File: src/sv/bpu_pkg.sv
`default_nettype none
// ----------------------------------------------------------------------------
// bpu_pkg: shared types and constants of the breakpoint unit
// Table size, field widths, command codes, status codes and the records
// passed between the controller and the row of table cells.
// ----------------------------------------------------------------------------
package bpu_pkg;

    localparam int MaxEntries = 16;                       // table depth, 1..16
    localparam int AddrW      = 16;
    localparam int IdxInW     = 4;                        // entry_index field
    localparam int IdxW       = (MaxEntries > 1) ? $clog2(MaxEntries) : 1;
    localparam int CntW       = $clog2(MaxEntries + 1);
    localparam int CmpW       = (IdxW > IdxInW) ? IdxW : IdxInW;
    localparam int CntOutW    = 5;

    typedef enum logic [2:0] {
        MODE_PC_CHECK  = 3'd0,
        MODE_ADD       = 3'd1,
        MODE_REMOVE    = 3'd2,
        MODE_CLEAR     = 3'd3,
        MODE_RESUME    = 3'd4,
        MODE_STEP      = 3'd5,
        MODE_BREAK_REQ = 3'd6,
        MODE_READ      = 3'd7
    } t_mode;

    typedef enum logic [2:0] {
        STAT_OK        = 3'd0,
        STAT_FULL      = 3'd1,
        STAT_DUP       = 3'd2,
        STAT_NOT_FOUND = 3'd3,
        STAT_HELD      = 3'd4,
        STAT_BAD_INDEX = 3'd5
    } t_status;

    typedef enum logic {
        ST_IDLE = 1'b0,
        ST_EXEC = 1'b1
    } t_state;

    // broadcast from the controller to every cell
    typedef struct packed {
        logic              op_add;
        logic              op_rem;
        logic [AddrW-1:0]  addr;
        logic [IdxInW-1:0] idx;
        logic [CntW-1:0]   count;
    } t_cmd;

    // handed from each cell to the next one up the row
    typedef struct packed {
        logic             hit;
        logic             rd_hit;
        logic [AddrW-1:0] rd_data;
    } t_link;

endpackage
`default_nettype wire

File: src/sv/bpu_cell.sv
`default_nettype none
// ----------------------------------------------------------------------------
// bpu_cell: one breakpoint table entry
// Holds one address, compares it against the broadcast address, and passes
// match and read data up the row; takes its upper neighbor's entry on remove.
// ----------------------------------------------------------------------------
module bpu_cell (
    input  wire logic                        i_clk,
    input  wire logic [bpu_pkg::IdxW-1:0]    i_pos,
    input  wire bpu_pkg::t_cmd               i_cmd,
    input  wire bpu_pkg::t_link              i_link,
    output bpu_pkg::t_link                   o_link,
    input  wire logic [bpu_pkg::AddrW-1:0]   i_next_entry,
    output logic [bpu_pkg::AddrW-1:0]        o_entry
);

    logic [bpu_pkg::AddrW-1:0] r_entry;
    logic [bpu_pkg::AddrW-1:0] n_entry;
    logic                      live;
    logic                      match;
    logic                      sel;
    logic                      at_tail;

    always_comb begin
        live    = bpu_pkg::CntW'(i_pos) < i_cmd.count;
        at_tail = bpu_pkg::CntW'(i_pos) == i_cmd.count;
        match   = live && (r_entry == i_cmd.addr);
        sel     = live && (bpu_pkg::CmpW'(i_pos) == bpu_pkg::CmpW'(i_cmd.idx));

        o_link.hit     = i_link.hit | match;
        o_link.rd_hit  = i_link.rd_hit | sel;
        o_link.rd_data = sel ? r_entry : i_link.rd_data;

        // at or above the removed entry: close the gap
        priority if (i_cmd.op_rem && o_link.hit) begin
            n_entry = i_next_entry;
        end else if (i_cmd.op_add && at_tail) begin
            n_entry = i_cmd.addr;
        end else begin
            n_entry = r_entry;
        end
    end

    always_ff @(posedge i_clk) begin
        r_entry <= n_entry;
    end

    assign o_entry = r_entry;

endmodule
`default_nettype wire

File: src/sv/breakpoint_unit_with_halt_control.sv
`default_nettype none
// ----------------------------------------------------------------------------
// breakpoint_unit_with_halt_control: CPU debug breakpoint unit
// Breakpoint table built as a row of cells, plus halt and break-next control.
// ----------------------------------------------------------------------------
// Usage:
//   A command transaction is taken at a rising edge with start high and busy
//   low: i_mode selects pc_check, add, remove, clear, resume, step,
//   break_request or read_entry; i_address carries the PC or breakpoint
//   address, i_entry_index the table slot for read_entry.
//   Every command gives exactly one result transaction: o_done is high for
//   one cycle with o_status, o_break_taken, o_halted, o_entry_count and
//   o_entry_value valid. The receiver cannot stall; the result is gone after
//   that cycle.
//   The command is registered at accept, executed in the following
//   cycle (busy high) and the result is shown in the cycle after that.
//   The execute cycle is where the
//   address is broadcast to all table cells and the match/read chain ripples
//   through the row; a new command can be taken while a result is shown, but not while one executes.
//   Reset (synchronous, active low) empties the table, clears halt and
//   break-next. Table contents are not cleared; slots above the count are
//   never observed.
// ----------------------------------------------------------------------------
module breakpoint_unit_with_halt_control (
    input  wire logic                           i_clk,
    input  wire logic                           i_rst_n,
    input  wire logic                           start,
    output logic                                busy,
    input  wire logic [2:0]                     i_mode,
    input  wire logic [bpu_pkg::AddrW-1:0]      i_address,
    input  wire logic [bpu_pkg::IdxInW-1:0]     i_entry_index,
    output logic                                o_done,
    output logic [2:0]                          o_status,
    output logic                                o_break_taken,
    output logic                                o_halted,
    output logic [bpu_pkg::CntOutW-1:0]         o_entry_count,
    output logic [bpu_pkg::AddrW-1:0]           o_entry_value
);

    // control state
    bpu_pkg::t_state r_state, n_state;
    logic [bpu_pkg::CntW-1:0] r_count, n_count;
    logic r_halt, n_halt;
    logic r_brk_next, n_brk_next;
    logic r_done, n_done;

    // captured command (payload)
    bpu_pkg::t_mode r_mode;
    logic [bpu_pkg::AddrW-1:0]  r_addr;
    logic [bpu_pkg::IdxInW-1:0] r_idx;

    // result registers (payload)
    bpu_pkg::t_status r_status, n_status;
    logic r_taken, n_taken;
    logic [bpu_pkg::AddrW-1:0] r_value, n_value;

    logic accept;
    logic exec;
    logic found;
    logic full;
    bpu_pkg::t_cmd cmd;

    bpu_pkg::t_link            link  [bpu_pkg::MaxEntries+1];
    logic [bpu_pkg::AddrW-1:0] entry [bpu_pkg::MaxEntries+1];

    assign accept = start && !busy;
    assign exec   = (r_state == bpu_pkg::ST_EXEC);
    assign busy   = exec;

    // broadcast to the row; table writes only in the execute cycle
    always_comb begin
        cmd.op_add = exec && (r_mode == bpu_pkg::MODE_ADD);
        cmd.op_rem = exec && (r_mode == bpu_pkg::MODE_REMOVE);
        cmd.addr   = r_addr;
        cmd.idx    = r_idx;
        cmd.count  = r_count;
    end

    // ends of the chain: nothing below the first cell, nothing above the last
    assign link[0]                    = '0;
    assign entry[bpu_pkg::MaxEntries] = '0;

    for (genvar g = 0; g < bpu_pkg::MaxEntries; g++) begin : g_cell
        bpu_cell u_cell (
            .i_clk        (i_clk),
            .i_pos        (bpu_pkg::IdxW'(g)),
            .i_cmd        (cmd),
            .i_link       (link[g]),
            .o_link       (link[g+1]),
            .i_next_entry (entry[g+1]),
            .o_entry      (entry[g])
        );
    end

    assign found = link[bpu_pkg::MaxEntries].hit;
    assign full  = (r_count >= bpu_pkg::CntW'(bpu_pkg::MaxEntries));

    // next state and command execution
    always_comb begin
        n_state    = r_state;
        n_count    = r_count;
        n_halt     = r_halt;
        n_brk_next = r_brk_next;
        n_done     = 1'b0;
        n_status   = bpu_pkg::STAT_OK;
        n_taken    = 1'b0;
        n_value    = '0;

        unique case (r_state)
            bpu_pkg::ST_IDLE: begin
                if (accept) begin
                    n_state = bpu_pkg::ST_EXEC;
                end
            end
            bpu_pkg::ST_EXEC: begin
                n_state = bpu_pkg::ST_IDLE;
                n_done  = 1'b1;
                unique case (r_mode)
                    bpu_pkg::MODE_PC_CHECK: begin
                        priority if (r_halt) begin
                            n_status = bpu_pkg::STAT_HELD;
                        end else if (r_brk_next) begin
                            n_brk_next = 1'b0;
                            n_halt     = 1'b1;
                            n_taken    = 1'b1;
                        end else if (found) begin
                            n_halt  = 1'b1;
                            n_taken = 1'b1;
                        end
                    end
                    bpu_pkg::MODE_ADD: begin
                        // fullness takes precedence over duplicates
                        priority if (full) begin
                            n_status = bpu_pkg::STAT_FULL;
                        end else if (found) begin
                            n_status = bpu_pkg::STAT_DUP;
                        end else begin
                            n_count = r_count + 1'b1;
                        end
                    end
                    bpu_pkg::MODE_REMOVE: begin
                        if (found) begin
                            n_count = r_count - 1'b1;
                        end else begin
                            n_status = bpu_pkg::STAT_NOT_FOUND;
                        end
                    end
                    bpu_pkg::MODE_CLEAR: begin
                        n_count = '0;
                    end
                    bpu_pkg::MODE_RESUME: begin
                        n_halt = 1'b0;
                    end
                    bpu_pkg::MODE_STEP: begin
                        if (r_halt) begin
                            n_brk_next = 1'b1;
                            n_halt     = 1'b0;
                        end
                    end
                    bpu_pkg::MODE_BREAK_REQ: begin
                        if (!r_halt) begin
                            n_brk_next = 1'b1;
                        end
                    end
                    bpu_pkg::MODE_READ: begin
                        if (link[bpu_pkg::MaxEntries].rd_hit) begin
                            n_value = link[bpu_pkg::MaxEntries].rd_data;
                        end else begin
                            n_status = bpu_pkg::STAT_BAD_INDEX;
                        end
                    end
                endcase
            end
        endcase
    end

    always_ff @(posedge i_clk) begin
        if (!i_rst_n) begin
            r_state    <= bpu_pkg::ST_IDLE;
            r_count    <= '0;
            r_halt     <= 1'b0;
            r_brk_next <= 1'b0;
            r_done     <= 1'b0;
        end else begin
            r_state    <= n_state;
            r_count    <= n_count;
            r_halt     <= n_halt;
            r_brk_next <= n_brk_next;
            r_done     <= n_done;
        end
    end

    always_ff @(posedge i_clk) begin
        if (accept) begin
            r_mode <= bpu_pkg::t_mode'(i_mode);
            r_addr <= i_address;
            r_idx  <= i_entry_index;
        end
        if (exec) begin
            r_status <= n_status;
            r_taken  <= n_taken;
            r_value  <= n_value;
        end
    end

    assign o_done        = r_done;
    assign o_status      = r_status;
    assign o_break_taken = r_taken;
    assign o_halted      = r_halt;
    assign o_entry_count = bpu_pkg::CntOutW'(r_count);
    assign o_entry_value = r_value;

    // every execute cycle produces exactly one result strobe
    a_exec_done: assert property (@(posedge i_clk) disable iff (!i_rst_n)
        exec |=> r_done)
        else $error("execute cycle not followed by result strobe");

    // results never come back to back
    a_done_single: assert property (@(posedge i_clk) disable iff (!i_rst_n)
        r_done |=> !r_done)
        else $error("result strobe held for two cycles");

    // count never exceeds table depth
    a_count_max: assert property (@(posedge i_clk) disable iff (!i_rst_n)
        r_count <= bpu_pkg::CntW'(bpu_pkg::MaxEntries))
        else $error("entry count beyond table depth");

    // a taken break always leaves the CPU halted
    a_taken_halt: assert property (@(posedge i_clk) disable iff (!i_rst_n)
        (o_done && o_break_taken) |-> o_halted)
        else $error("break taken without halt");

    // when break-next arms, the CPU is running
    a_brk_running: assert property (@(posedge i_clk) disable iff (!i_rst_n)
        $rose(r_brk_next) |-> !r_halt)
        else $error("break-next armed while halted");

endmodule
`default_nettype wire
File: config.mk
export PLATFORM = sky130hd
export DESIGN_NAME = breakpoint_unit_with_halt_control
export DESIGN_NICKNAME = d
export VERILOG_FILES = /design/src/sv/bpu_pkg.sv /design/src/sv/bpu_cell.sv /design/src/sv/breakpoint_unit_with_halt_control.sv
export SDC_FILE = /design/constraint.sdc
export NUM_CORES = 1
export LEC_CHECK = 0
export BUFFER_PORTS_ARGS = -buffer_cell sky130_fd_sc_hd__clkbuf_2
export CAP_MARGIN = 5
export CORE_ASPECT_RATIO = 1.4
export CORE_MARGIN = 2
export CORE_UTILIZATION = 57
export DETAILED_ROUTE_END_ITERATION = 6
export HOLD_SLACK_MARGIN = 0.03
export PLACE_DENSITY_LB_ADDON = 0.2
export SYNTH_ARGS = -nofsm -noshare
export SYNTH_HDL_FRONTEND = slang
export SYNTH_SLANG_ARGS = --single-unit
File: constraint.sdc
create_clock -name i_clk -period 3.3 [get_ports i_clk]
set_clock_uncertainty 0.1 [all_clocks]
set_input_delay 0.33 -clock i_clk [delete_from_list [all_inputs] [get_ports i_clk]]
set_output_delay 0.33 -clock i_clk [all_outputs]
set_load 0.02 [all_outputs]
Yosys cells after proc, flatten, opt, wreduce, memory -nomap -nowiden
Cells that the tools add are included.
- mux-type cells: 67
- add/subtract/negate cells: 2
- reduce and logical (&&, ||, !) cells: 95
- $lt $le $gt $ge: 17
- equality and inequality tests: 59
- bitwise logic cells: 32
- operator list (cell ; count):
    16-bit two-way mux ; 46
    16-bit == test ; 16
    1-bit logical AND ; 67
    4-bit by 5-bit == test with 1-bit output (first input constant) ; 8
    4-bit by 5-bit < comparator with 1-bit output (first input constant) ; 8
    4-bit == test (first input constant) ; 8
    2-bit nonzero test ; 16
    1-bit bitwise OR ; 30
    3-bit by 5-bit == test with 1-bit output (first input constant) ; 4
    3-bit by 5-bit < comparator with 1-bit output (first input constant) ; 4
    3-bit by 4-bit == test with 1-bit output (first input constant) ; 4
    5-bit two-way mux ; 3
    5-bit case mux with 3 select lines ; 1
    3-bit == test (second input constant) ; 4
    2-bit inequality test (second input constant) ; 6
    3-bit case mux with 4 select lines ; 1
    2-bit by 5-bit == test with 1-bit output (first input constant) ; 2
    1-bit by 5-bit < comparator with 1-bit output (first input constant) ; 2
    2-bit by 5-bit < comparator with 1-bit output (first input constant) ; 2
    5-bit AND reduction ; 2
    2-bit by 4-bit == test with 1-bit output (first input constant) ; 2
    1-bit two-way mux ; 8
    3-bit by 2-bit == test with 1-bit output (second input constant) ; 2
    2-bit two-way mux ; 3
    17 further kinds ; 23
- logic and storage cells: 299
- bits in registers: 308
- input port bits: 26
- output and inout port bits: 28

Longest topological paths before layout
Gate-level depths: netlist of the first run.
- word-level depth: 21
- gate-level depth with buffers: 14
- mapped depth without buffers: 10

Modules after synthesis
A second synthesis of the first run with hierarchy kept.
- cells, all modules: 3449
- area, all modules: 30461.7 um^2
- modules (own cells, without submodules) (module ; cells each ; area an instance (um^2) ; times used ; seq. area each (um^2)):
    bpu_cell at g_cell[14].u_cell ... ; 206 ; 1771.7 ; 11 ; 480.5
    bpu_cell at g_cell[0].u_cell ... ; 207 ; 1778.0 ; 5 ; 480.5
    breakpoint_unit_with_halt_control ; 148 ; 2083.2 ; 1 ; 1471.4

Worst setup path after synthesis of the first run
No wires, ideal clock.
- path kind: register to register
- start: reg r_count, in the netlist o_entry_count[1]
- end: reg g_cell[10].u_cell.r_entry, in the netlist g_cell[10].u_cell.o_entry[0], enable pin
- setup time: 0.367 ns
- period minus slack after synthesis: 3.225 ns
- buffers on the path: 4
- cell stages (with the launch flop): 15
- arrival: 2.758 ns
- data required time: 2.833 ns
- slack: 0.075 ns
- cells stage by stage: dfxtp_1 buf_4 buf_2 inv_1 ha_1 o21bai_1 nand2_1 nand2_1 o2bb2a_1 nand3_2 nand4bb_4 and2_1 buf_4 buf_4 a21o_1
- word-level cells in the longest chain between the ends: 14
- elaborated cells between the ends (all ways): 36
- those cells by class: order compare (11); eq/ne (1); bitwise (10); reduce/logical (14)
- RTL lines (element ; line ; RTL):
    from (decl) ; breakpoint_unit_with_halt_control.sv:42 ; logic [bpu_pkg::CntW-1:0] r_count, n_count;
    from (signal assigned) ; breakpoint_unit_with_halt_control.sv:186 ; r_count <= n_count;
    1-bit by 5-bit < comparator with 1-bit output ; bpu_cell.sv:25 ; live = bpu_pkg::CntW'(i_pos) < i_cmd.count;
    1-bit logical AND ; bpu_cell.sv:27 ; match = live && (r_entry == i_cmd.addr);
    1-bit bitwise OR (10 in a row) ; bpu_cell.sv:30 ; o_link.hit = i_link.hit | match;
    1-bit logical AND ; bpu_cell.sv:35 ; priority if (i_cmd.op_rem && o_link.hit) begin
    2-bit nonzero test (no line) (*) ; n/a ;
    to (signal assigned) ; bpu_cell.sv:45 ; r_entry <= n_entry;
    to (decl) ; bpu_cell.sv:17 ; logic [bpu_pkg::AddrW-1:0] r_entry;
Every way passes the cells marked *; elsewhere a longest branch is shown, timed or not.
A chain may end at the register's enable or synchronous reset.

Final worst setup path of the first run
- start: reg r_addr[14] (netlist name)
- end: reg g_cell[6].u_cell.r_entry, in the netlist g_cell[6].u_cell.o_entry[11] (data pin)
- word-level cells in the longest chain between the ends: 10
- elaborated cells between the ends (all ways): 22
- those cells by class: eq/ne (7); mux (1); bitwise (6); reduce/logical (8)
- RTL lines (element ; line ; RTL):
    from (decl) ; breakpoint_unit_with_halt_control.sv:49 ; logic [bpu_pkg::AddrW-1:0] r_addr;
    from (signal assigned) ; breakpoint_unit_with_halt_control.sv:196 ; r_addr <= i_address;
    16-bit == test ; bpu_cell.sv:27 ;
    1-bit logical AND ; bpu_cell.sv:27 ;
    1-bit bitwise OR (5 in a row) ; bpu_cell.sv:30 ;
    1-bit bitwise OR (*) ; bpu_cell.sv:30 ;
    1-bit logical AND (*) ; bpu_cell.sv:35 ;
    16-bit two-way mux (*) ; bpu_cell.sv:35 ;
    net g_cell[6].u_cell.n_entry (one bit) ; bpu_cell.sv:18 ; logic [bpu_pkg::AddrW-1:0] n_entry;
    to (signal assigned) ; bpu_cell.sv:45 ;
    to (decl) ; bpu_cell.sv:17 ;
Mark *: on every way through the listed nets, which the timed path passes. The rest lies on a longest branch.

==> flow_metrics.env, run 1 <==
export IMPL_crit_fanout=9
export IMPL_cp_num_cells=13
export IMPL_synth_top_area_cell="edfxtp_1"
export IMPL_syn_area_per_cell_um2=11.9
export IMPL_antenna_found_initial=1
export IMPL_fin_util_pct=68.9
export IMPL_synth_edf_count=283
export IMPL_report_final_hold_viol_count=0
export IMPL_yosys_warnings=0
export IMPL_ys_seq_elements=308
export IMPL_multi_input_area_mm2=0.00940
export IMPL_synthDistinctLibCells=86
export IMPL_synth_xor_area_share_pct=12.0
export IMPL_drv_cap=0
export IMPL_p_leak_nw=7.97
export IMPL_drive_above_1_share_pct=31.3
export IMPL_placeableCoreArea_mm2=0.0331
export IMPL_reg2reg_depth=13
export IMPL_area_sequential_mm2=0.00900
export IMPL_antennaDiodeCount=0
export IMPL_seq_area_frac_synth_pct=47.2
export IMPL_io_pins=54
export IMPL_drc_errors=0
export IMPL_dp_cells=2182
export IMPL_synthTopCellsByArea="edfxtp_1 (45%), mux2_2 (9.5%), xnor2_1 (6.4%)"
export IMPL_arrival_ns=3.53
export IMPL_cts_buffers=31
export IMPL_crit_path_end_kind="flip-flop"
export IMPL_postSynthCellCount=1595
export IMPL_cts_reportedPaths_clkPinSlew_ns=0.07
export IMPL_violations="setup timing"
export IMPL_synth_fp_nets=1626
export IMPL_die_area_mm2=0.0349
export IMPL_start_kind="flip-flop"
export IMPL_p_total_w=0.00864
export IMPL_die_y_um=220
export IMPL_cts_max_level=1
export IMPL_slew_headroom_pct=49.0
export IMPL_critical_path_class="flip-flop to flip-flop"
export IMPL_hold_depth=3
export IMPL_synthAdderAreaFrac_pct=0.328
export IMPL_rr_startpoint="r_addr[14]"
export IMPL_core_rowCount=79
export IMPL_drt_pass1_iterations=6
export IMPL_clock_latency_ns=0.59
export IMPL_min_to="o_entry_count[0]"
export IMPL_place_congestion=1.00
export IMPL_drtIter0Drc=1814
export IMPL_clock_fmax_mhz=303
export IMPL_viasPerCell=6.71
export IMPL_worstHoldPathType="input pin to flip-flop"
export IMPL_finalSetupViolations=2
export IMPL_stdcell_count=2281
export IMPL_synth_top_family_by_area="multiplexers"
export IMPL_r2r_end="g_cell[6].u_cell.o_entry[11]"
export IMPL_vias=15300
export IMPL_power_density_mw_per_mm2=379
export IMPL_async_flop_share_pct=0
export IMPL_synthToLayoutAreaGrowth_pct=19.8
export IMPL_fin_tns_setup_ns=-0.00378
export IMPL_cts_tree="built"
export IMPL_fin_ws_ns=-0.00237
export IMPL_rsz0062_at_grt="true"
export IMPL_ant_nets=0
export IMPL_synth_compound_area_share_pct=9.50
export IMPL_grt_overflow=0
export IMPL_track_usage_pct=38.5
export IMPL_clock_sinks=308
export IMPL_clockBufferDepth=3
export IMPL_netlist_area_leader_share_pct=44.6
export IMPL_synth_main_ff_cell="edfxtp_1"
export IMPL_slew_violations=0
export IMPL_die_x_um=159
export IMPL_crit_buf_inv=5
export IMPL_place_hpwl_um=50200
export IMPL_outcome="finished with violations"
export IMPL_grt_pass1_wl_um=97600
export IMPL_wl_um=67600
export IMPL_wl_per_cell_um=29.6
export IMPL_rrSetupSlack_ns=-0.002
export IMPL_start_util_pct=57.5
export IMPL_nNetsFinal=1843
export IMPL_synth_area_mux_share_pct=15.2
export IMPL_crit_family="simple AND/OR/NAND/NOR gates"
export IMPL_layout_min_cycle_time_ns=3.30
export IMPL_fillCellCount=2474
export IMPL_cpMaxStageDelayCell="or4_4"
export IMPL_port_buffers=53
export IMPL_layout_common_cells="edfxtp_1 (283), buf_4 (188), mux2_2 (160), xnor2_1 (138), xor2_1 (120)"
export IMPL_crit_required_ns=3.53
export IMPL_yosys_area_share_simple_pct=10.9
export IMPL_path_cells="buf_12 > xor2_1 > nor4_2 > buf_4 > nand2_1 > or4_4 > nand3_4 > buf_6 > nor2_4 > a21oi_4 > buf_6 > buf_12 > mux2_2"
export IMPL_cp_slowest_stage_delay_ns=0.49
export IMPL_hold_start="i_rst_n"
export IMPL_grt_pass1_vias=15000
export IMPL_grt_max_degree=25
export IMPL_tightest_slew_ns=0.759
export IMPL_clockRootBuffer="clkbuf_16"
export IMPL_layout_commonest_cell="edfxtp_1"
export IMPL_ir_worst_vdd_v=0.000467
export IMPL_syn_area_mm2=0.0190
export IMPL_fin_crit_sh_pct=100
## stage by stage
stage                     setup slack (ns)  hold WS (ns)  cell area, um2
after CTS                           0.0104        0.0373           22500
after detailed placement            -0.499         0.398           21100
final                             -0.00237        0.0701           22800
after global routing               -0.0623        0.0899           22800
after floorplan                     0.0746         0.329           19000
after global placement              -0.405         0.376           21100
## report_power, final
group	leakage, nW	switching, W	total (W)	internal (W)
clock network	0.493	0.00157	0.00351	0.00194
logic	4.70	0.000456	0.000823	0.000367
registers	2.78	0.0000247	0.00431	0.00429
total	7.97	0.00205	0.00864	0.00660
## layout make-up
cell class,count,area share (%)
timing repair buffer,313,12.5
tap,445,2.44
multi-input combinational,1150,41.2
clock inverter,11,0.225
inverter,8,0.132
clock buffer,46,4.08
sequential,308,39.4
## state kept, by name, summed over array words and instances, names as in the netlist
| register | cells |
|---|---|
| r_mode | 3 |
| r_brk_next | 1 |
| o_entry_count | 5 |
| busy | 1 |
| r_addr | 16 |
| r_idx | 4 |
| g_cell.u_cell.o_entry | 256 |
| o_status | 3 |
| o_done | 1 |
| o_halted | 1 |
| o_entry_value | 16 |
| o_break_taken | 1 |
## cells in the mapped netlist, types with 30 or more instances
cell,number
o22ai_1,33
nor4_1,34
xor2_1,120
nand3_1,30
nor3_1,47
mux2_2,161
nand4_1,54
edfxtp_1,283
nand2_1,70
nor2_1,85
clkbuf_1,45
xnor2_1,140
mux2_1,79
## worst max path at each step
stage / startpoint / end / slack, ns
global placement: o_entry_count[0] / g_cell[11].u_cell.o_entry[10] / -0.41
finish: r_addr[14] / g_cell[6].u_cell.o_entry[11] / -0.002
CTS: o_entry_count[0] / o_entry_count[1] / 0.01
detailed placement: o_entry_count[0] / g_cell[11].u_cell.o_entry[3] / -0.50
global route: r_addr[14] / g_cell[6].u_cell.o_entry[11] / -0.06
floorplan: o_entry_count[1] / g_cell[10].u_cell.o_entry[0] / 0.07
## timing repair
action                                 CTS  global route
buffers inserted                        10             6
gates cloned                             1             3
gates resized for setup                 21            36
endpoints found under the hold margin   23             0
hold buffers                            23             0
setup endpoints to repair              343           291
pin swaps                                7            12
## routing by layer
metal | wire length (um) | up-vias | GRT usage (%)
met1 | 22900 | 7476 | 43.4
met4 | 5880 | 2 | 26.3
met3 | 5460 | 305 | 5.84
li1 | - | 6524 | -
met2 | 33400 | 1006 | 66.7
met5 | 15 | - | 0
## cells by family (layout without fill, tap and decap cells)
logic type | count (synthesis) | count (layout)
AND/OR/NAND/NOR | 391 | 391
flip-flops | 308 | 308
XOR/XNOR | 260 | 260
multiplexers | 260 | 260
AO/OA/AOI/OAI | 234 | 234
buffers and inverters | 137 | 378
adder cells (fa/ha/maj) | 5 | 5
## worst min-delay path: stages
cell and delay [ns]:
clkbuf_2 0.21, nand2_1 0.12, mux2i_1 0.06
Power figures use the tool's default switching activity.
==> run 2, diff against run 1 <==
Settings changed: CORE_UTILIZATION 57 to 50, SKIP_CTS_REPAIR_TIMING set to 1.
==> run 2 against run 1 <==
The run still ends with setup timing left. Sequential share of layout area down 0.77 points. Via count is 2.9% lower. Critical path depth unchanged. Register-to-register slack lost 0.12 ns. Core utilization decreased by 6.9 points. Power increased by 2.0%. Largest cell class unchanged.
==> flow_metrics.env, run 2 (same netlist as run 1, synthesis figures left out) <==
export IMPL_arrival_ns=3.61
export IMPL_stdcell_count=2295
export IMPL_tightest_slew_ns=0.899
export IMPL_synthToLayoutAreaGrowth_pct=22.2
export IMPL_grt_use_met2_pct=58.0
export IMPL_io_pins=54
export IMPL_violations="setup timing"
export IMPL_power_density_mw_per_mm2=379
export IMPL_drv_cap=0
export IMPL_wl_per_cell_um=29.2
export IMPL_fillCellCount=2971
export IMPL_largest_register_ffs=256
export IMPL_start_util_pct=50.8
export IMPL_grt_pass1_wl_um=92900
export IMPL_antenna_found_initial=0
export IMPL_ant_nets=0
export IMPL_dp_cells=2195
export IMPL_use_met1_pct=32.6
export IMPL_drive_above_1_share_pct=32.4
export IMPL_fin_ws_ns=-0.118
export IMPL_layout_commonest_cell="edfxtp_1"
export IMPL_clock_sinks=308
export IMPL_core_rowCount=84
export IMPL_top_usage_layer="met2"
export IMPL_placeableCoreArea_mm2=0.0375
export IMPL_use_met3_pct=3.25
export IMPL_rrSetupSlack_ns=-0.12
export IMPL_clock_fmax_mhz=293
export IMPL_ir_worst_vdd_v=0.000388
export IMPL_cts_buffers=34
export IMPL_vias=14900
export IMPL_port_buffers=53
export IMPL_crit_fanout=7
export IMPL_die_x_um=169
export IMPL_clockBufferDepth=3
export IMPL_worstHoldPathType="input pin to flip-flop"
export IMPL_layout_min_cycle_time_ns=3.42
export IMPL_place_hpwl_um=50100
export IMPL_fin_crit_sh_pct=104
export IMPL_layout_common_cells="edfxtp_1 (283), buf_4 (158), mux2_2 (140), xnor2_1 (139), xor2_1 (117)"
export IMPL_start_kind="flip-flop"
export IMPL_cts_reportedPaths_clkPinSlew_ns=0.06
export IMPL_drc_errors=0
export IMPL_report_final_hold_viol_count=0
export IMPL_viasPerCell=6.48
export IMPL_slew_headroom_pct=40.1
export IMPL_nNetsFinal=1832
export IMPL_antennaDiodeCount=0
export IMPL_finalSetupViolations=108
export IMPL_grt_overflow=0
export IMPL_clock_latency_ns=0.55
export IMPL_crit_path_end_kind="flip-flop"
export IMPL_track_usage_pct=31.5
export IMPL_p_leak_nw=8.19
export IMPL_grt_max_degree=33
export IMPL_wl_um=66900
export IMPL_rsz0062_at_grt="true"
export IMPL_drt_pass1_iterations=6
export IMPL_slew_violations=0
export IMPL_critical_path_class="flip-flop to flip-flop"
export IMPL_die_area_mm2=0.0397
export IMPL_fin_tns_setup_ns=-5.06
export IMPL_cts_max_level=2
export IMPL_clockRootBuffer="clkbuf_16"
export IMPL_drtIter0Drc=1325
export IMPL_outcome="finished with violations"
export IMPL_die_y_um=235
export IMPL_grt_pass1_vias=14700
export IMPL_crit_required_ns=3.49
export IMPL_place_congestion=0.971
export IMPL_cts_tree="built"
-- run 2: per-layer routing --
metal	part of all wire, %	vias to the layer above
met5	0	-
li1	-	6480
met1	33	7311
met4	11	0
met2	51	750
met3	4.5	331
-- run 2: worst max-delay path, cell delays in order (launching register included) --
cell	delay, ns
edfxtp_1	0.41
buf_6	0.14
buf_6	0.12
xor2_4	0.18
nor4_4	0.35
buf_4	0.18
nand2_2	0.05
or4_4	0.49
nand3_4	0.13
buf_6	0.15
nor2_4	0.05
nor2_4	0.27
clkbuf_16	0.24
mux2_4	0.30
-- run 2: area by class of cell --
cell class	count	area, um2	share of cell area, %
Clock buffer	47	931	4.00
Clock inverter	10	86.3	0.371
Inverter	8	30.0	0.129
Multi-Input combinational cell	1150	9680	41.6
Sequential cell	308	9000	38.7
Tap cell	473	592	2.54
Timing Repair Buffer	299	2950	12.7
-- run 2: power by group --
| part | total (W) | switching (W) | leakage [nW] | internal [W] |
|---|---|---|---|---|
| Combinational | 0.000847 | 0.000466 | 4.92 | 0.000381 |
| Clock | 0.00366 | 0.00160 | 0.493 | 0.00206 |
| Sequential | 0.00432 | 0.0000248 | 2.78 | 0.00429 |
-- run 2: worst paths after layout --
check | from | cells after the start | endpoint
min reg2reg | r_brk_next | 2 | r_brk_next
max | r_addr[5] | 13 | g_cell[4].u_cell.o_entry[11]
max reg2reg | r_addr[5] | 13 | g_cell[4].u_cell.o_entry[11]
min | i_rst_n | 3 | o_entry_count[0]
-- run 2: metrics by stage --
step / setup slack (ns) / util [%] / instance area, um2 / total power, W / hold WS [ns]
floorplan: 0.0746 / - / 19000 / 0.00491 / 0.329
global placement: -0.310 / 56.3 / 21100 / 0.00515 / 0.377
detailed placement: -0.361 / 56.3 / 21100 / 0.00516 / 0.382
CTS: -0.378 / 59.0 / 22100 / 0.00877 / -0.143
global route: -0.144 / 62.0 / 23300 / 0.00904 / 0.143
finish: -0.118 / 62.0 / 23300 / 0.00882 / 0.123
==> run 3, diff against run 2 <==
Settings changed: ABC_AREA set to 1, BUFFER_PORTS_ARGS -buffer_cell sky130_fd_sc_hd__clkbuf_2 to unset, DONT_BUFFER_PORTS set to 1.
==> run 3 against run 2 <==
The flow still finishes with violations (setup timing). Fmax up 1.6%. Flip-flop and latch count unchanged. First-iteration DRC count is 100% higher. Hold slack improved by 0.19 ns. Non-clock buffer count grew 17. Synthesized area grew 2.6%. Register-to-register slack improved by 0.05 ns.
==> flow_metrics.env, run 3 <==
export IMPL_outcome="finished with violations"
export IMPL_violations="setup timing"
export IMPL_start_util_pct=50.8
export IMPL_worstHoldPathType="input pin to flip-flop"
export IMPL_drtIter0Drc=2702
export IMPL_p_switching_w=0.00257
export IMPL_cts_reportedPaths_clkPinSlew_ns=0.06
export IMPL_start_kind="flip-flop"
export IMPL_clock_sinks=308
export IMPL_placeableCoreArea_mm2=0.0385
export IMPL_die_area_mm2=0.0407
export IMPL_synth_common_cells="nand2_1 (634), nor2_1 (363), edfxtp_1 (283), inv_1 (243), o21ai_0 (199)"
export IMPL_vias=20200
export IMPL_synthTopCellsByArea="edfxtp_1 (43%), nand2_1 (12%), nor2_1 (7.0%)"
export IMPL_place_congestion=1.03
export IMPL_synth_main_ff_cell="edfxtp_1"
export IMPL_synthAdderAreaFrac_pct=0.320
export IMPL_syn_area_per_cell_um2=7.76
export IMPL_fin_util_pct=62.9
export IMPL_dp_worst_setup_slack_ns=-0.212
export IMPL_synthDistinctLibCells=53
export IMPL_synth_edf_count=283
export IMPL_wl_per_cell_um=27.8
export IMPL_drive_above_1_share_pct=16.4
export IMPL_synth_area_mux_share_pct=0
export IMPL_fin_ws_ns=-0.0655
export IMPL_p_seq_share_pct=45.4
export IMPL_port_buffers=0
export IMPL_track_usage_pct=43.0
export IMPL_cts_tree="built"
export IMPL_io_pins=54
export IMPL_synthToLayoutAreaGrowth_pct=23.8
export IMPL_fin_tns_setup_ns=-2.63
export IMPL_crit_fanout=16
export IMPL_yosys_warnings=0
export IMPL_postSynthCellCount=2520
export IMPL_layout_min_cycle_time_ns=3.37
export IMPL_report_final_hold_viol_count=0
export IMPL_seq_area_frac_synth_pct=46.0
export IMPL_nNetsFinal=2768
export IMPL_yosys_area_share_simple_pct=28.7
export IMPL_ir_worst_vdd_v=0.000474
export IMPL_synth_compound_area_share_pct=10.6
export IMPL_clockRootBuffer="clkbuf_16"
export IMPL_syn_area_mm2=0.0196
export IMPL_synth_top_area_cell="edfxtp_1"
export IMPL_fin_crit_sh_pct=102
export IMPL_synth_top_family_by_area="simple AND/OR/NAND/NOR gates"
export IMPL_core_rowCount=85
export IMPL_crit_required_ns=3.50
export IMPL_async_flop_share_pct=0
export IMPL_finalSetupViolations=67
export IMPL_wl_um=91400
export IMPL_p_sw_share_pct=26.9
export IMPL_fin_hold_ws_ns=0.314
export IMPL_tightest_slew_ns=0.698
export IMPL_netlist_area_leader_share_pct=43.5
export IMPL_rsz0062_at_grt="true"
export IMPL_layout_common_cells="nand2_1 (623), nor2_1 (352), edfxtp_1 (283), inv_1 (233), buf_4 (230)"
export IMPL_clock_fmax_mhz=297
export IMPL_internal_power_w=0.00701
export IMPL_largest_register_ffs=256
export IMPL_cts_buffers=35
export IMPL_power_density_mw_per_mm2=396
export IMPL_drt_pass1_iterations=7
export IMPL_grt_pass1_vias=19100
export IMPL_grt_overflow=0
export IMPL_cts_max_level=2
export IMPL_layout_commonest_cell="nand2_1"
export IMPL_pwr_share_comb_pct=13.3
export IMPL_drv_cap=0
export IMPL_place_hpwl_um=65700
export IMPL_grt_pass1_wl_um=125000
export IMPL_clockBufferDepth=3
export IMPL_clock_latency_ns=0.55
export IMPL_drc_errors=0
export IMPL_synth_fp_nets=2551
export IMPL_grt_max_degree=33
export IMPL_viasPerCell=6.15
export IMPL_antenna_found_initial=8
export IMPL_power_share_clock_pct=41.3
export IMPL_die_x_um=171
export IMPL_ant_nets=0
export IMPL_die_y_um=238
export IMPL_arrival_ns=3.57
export IMPL_p_leak_nw=10.5
export IMPL_crit_path_end_kind="flip-flop"
export IMPL_critical_path_class="flip-flop to flip-flop"
export IMPL_synth_xor_area_share_pct=5.73
export IMPL_p_total_w=0.00959
export IMPL_ys_seq_elements=308
export IMPL_yosysMostFrequentCell="nand2_1"
export IMPL_slew_headroom_pct=53.1
export IMPL_slew_violations=0
[run 3: cell count changes after synthesis, sizes merged, moves of 32 or more]
cell	delta
a21oi	+80
inv	+247
nand3	+32
o21ai	+189
mux2	-240
nand2	+569
xnor2	-109
nand4	+37
nor2	+278
[run 3: kinds of logic after synthesis]
kind of cell | Yosys count
simple gates | 1302
fa+ha+maj | 5
buf+inv | 395
xor+xnor | 128
compound gates | 382
flops | 308
[run 3: worst max-delay path, cell delays in order (launching register included)]
cell,delay (ns)
edfxtp_1,0.50
inv_2,0.15
buf_6,0.11
nand2_1,0.07
nand2_1,0.07
nor2_1,0.05
nand2_1,0.06
nor2_1,0.05
nand3_2,0.12
nand2_2,0.08
nor2_2,0.11
nand4_1,0.20
nor2_1,0.21
nand4_1,0.19
nor2_1,0.18
nand4_2,0.23
o21ai_4,0.25
buf_4,0.14
o41ai_2,0.08
buf_12,0.17
[run 3: power groups by stage]
stage | Clock (W) | Combinational, W | Sequential (W)
2_1_floorplan | 0 | 0.000568 | 0.00442
4_1_cts | 0.00396 | 0.00108 | 0.00435
3_5_place_dp | 0 | 0.00107 | 0.00443
3_3_place_gp | 0 | 0.00106 | 0.00443
6_report | 0.00396 | 0.00128 | 0.00435
5_1_grt | 0.00409 | 0.00132 | 0.00435
[run 3: per-stage QoR]
stage / std cells / area [um2]
3_5_place_dp: 3141 / 21800
4_1_cts: 3205 / 22900
5_1_grt: 3289 / 24200
3_3_place_gp: 3141 / 21800
2_1_floorplan: 2520 / 19600
6_report: 3290 / 24200
[run 3: layout make-up]
cell class              count  area (um2)
diodes                      4        10.0
clock buffers              46         938
clock inverters            18         178
fillers                  3442       14300
inverters                 259        1000
multi-input cells        1817        9280
flip-flops and latches    308        9000
well taps                 522         653
repair buffers            316        3150
[run 3: worst paths after layout]
check	startpoint	to	slack, ns	cells past startpoint
worst max-delay path	r_addr[0]	g_cell[14].u_cell.o_entry[13]	-0.07	19
worst min-delay path	i_mode[2]	r_mode[2]	0.31	1
worst max register to register	r_addr[0]	g_cell[14].u_cell.o_entry[13]	-0.07	19
worst min register to register	r_brk_next	r_brk_next	0.40	2
[run 3: routing by layer]
metal / track usage (%) / share of wire, % / vias up / wire (um)
li1: - / - / 8898 / -
met4: 39.0 / 12 / 8 / 10700
met1: 45.0 / 31 / 9302 / 28200
met3: 9.16 / 11 / 559 / 9750
met5: 0 / 0.050 / - / 46
met2: 71.9 / 47 / 1482 / 42600
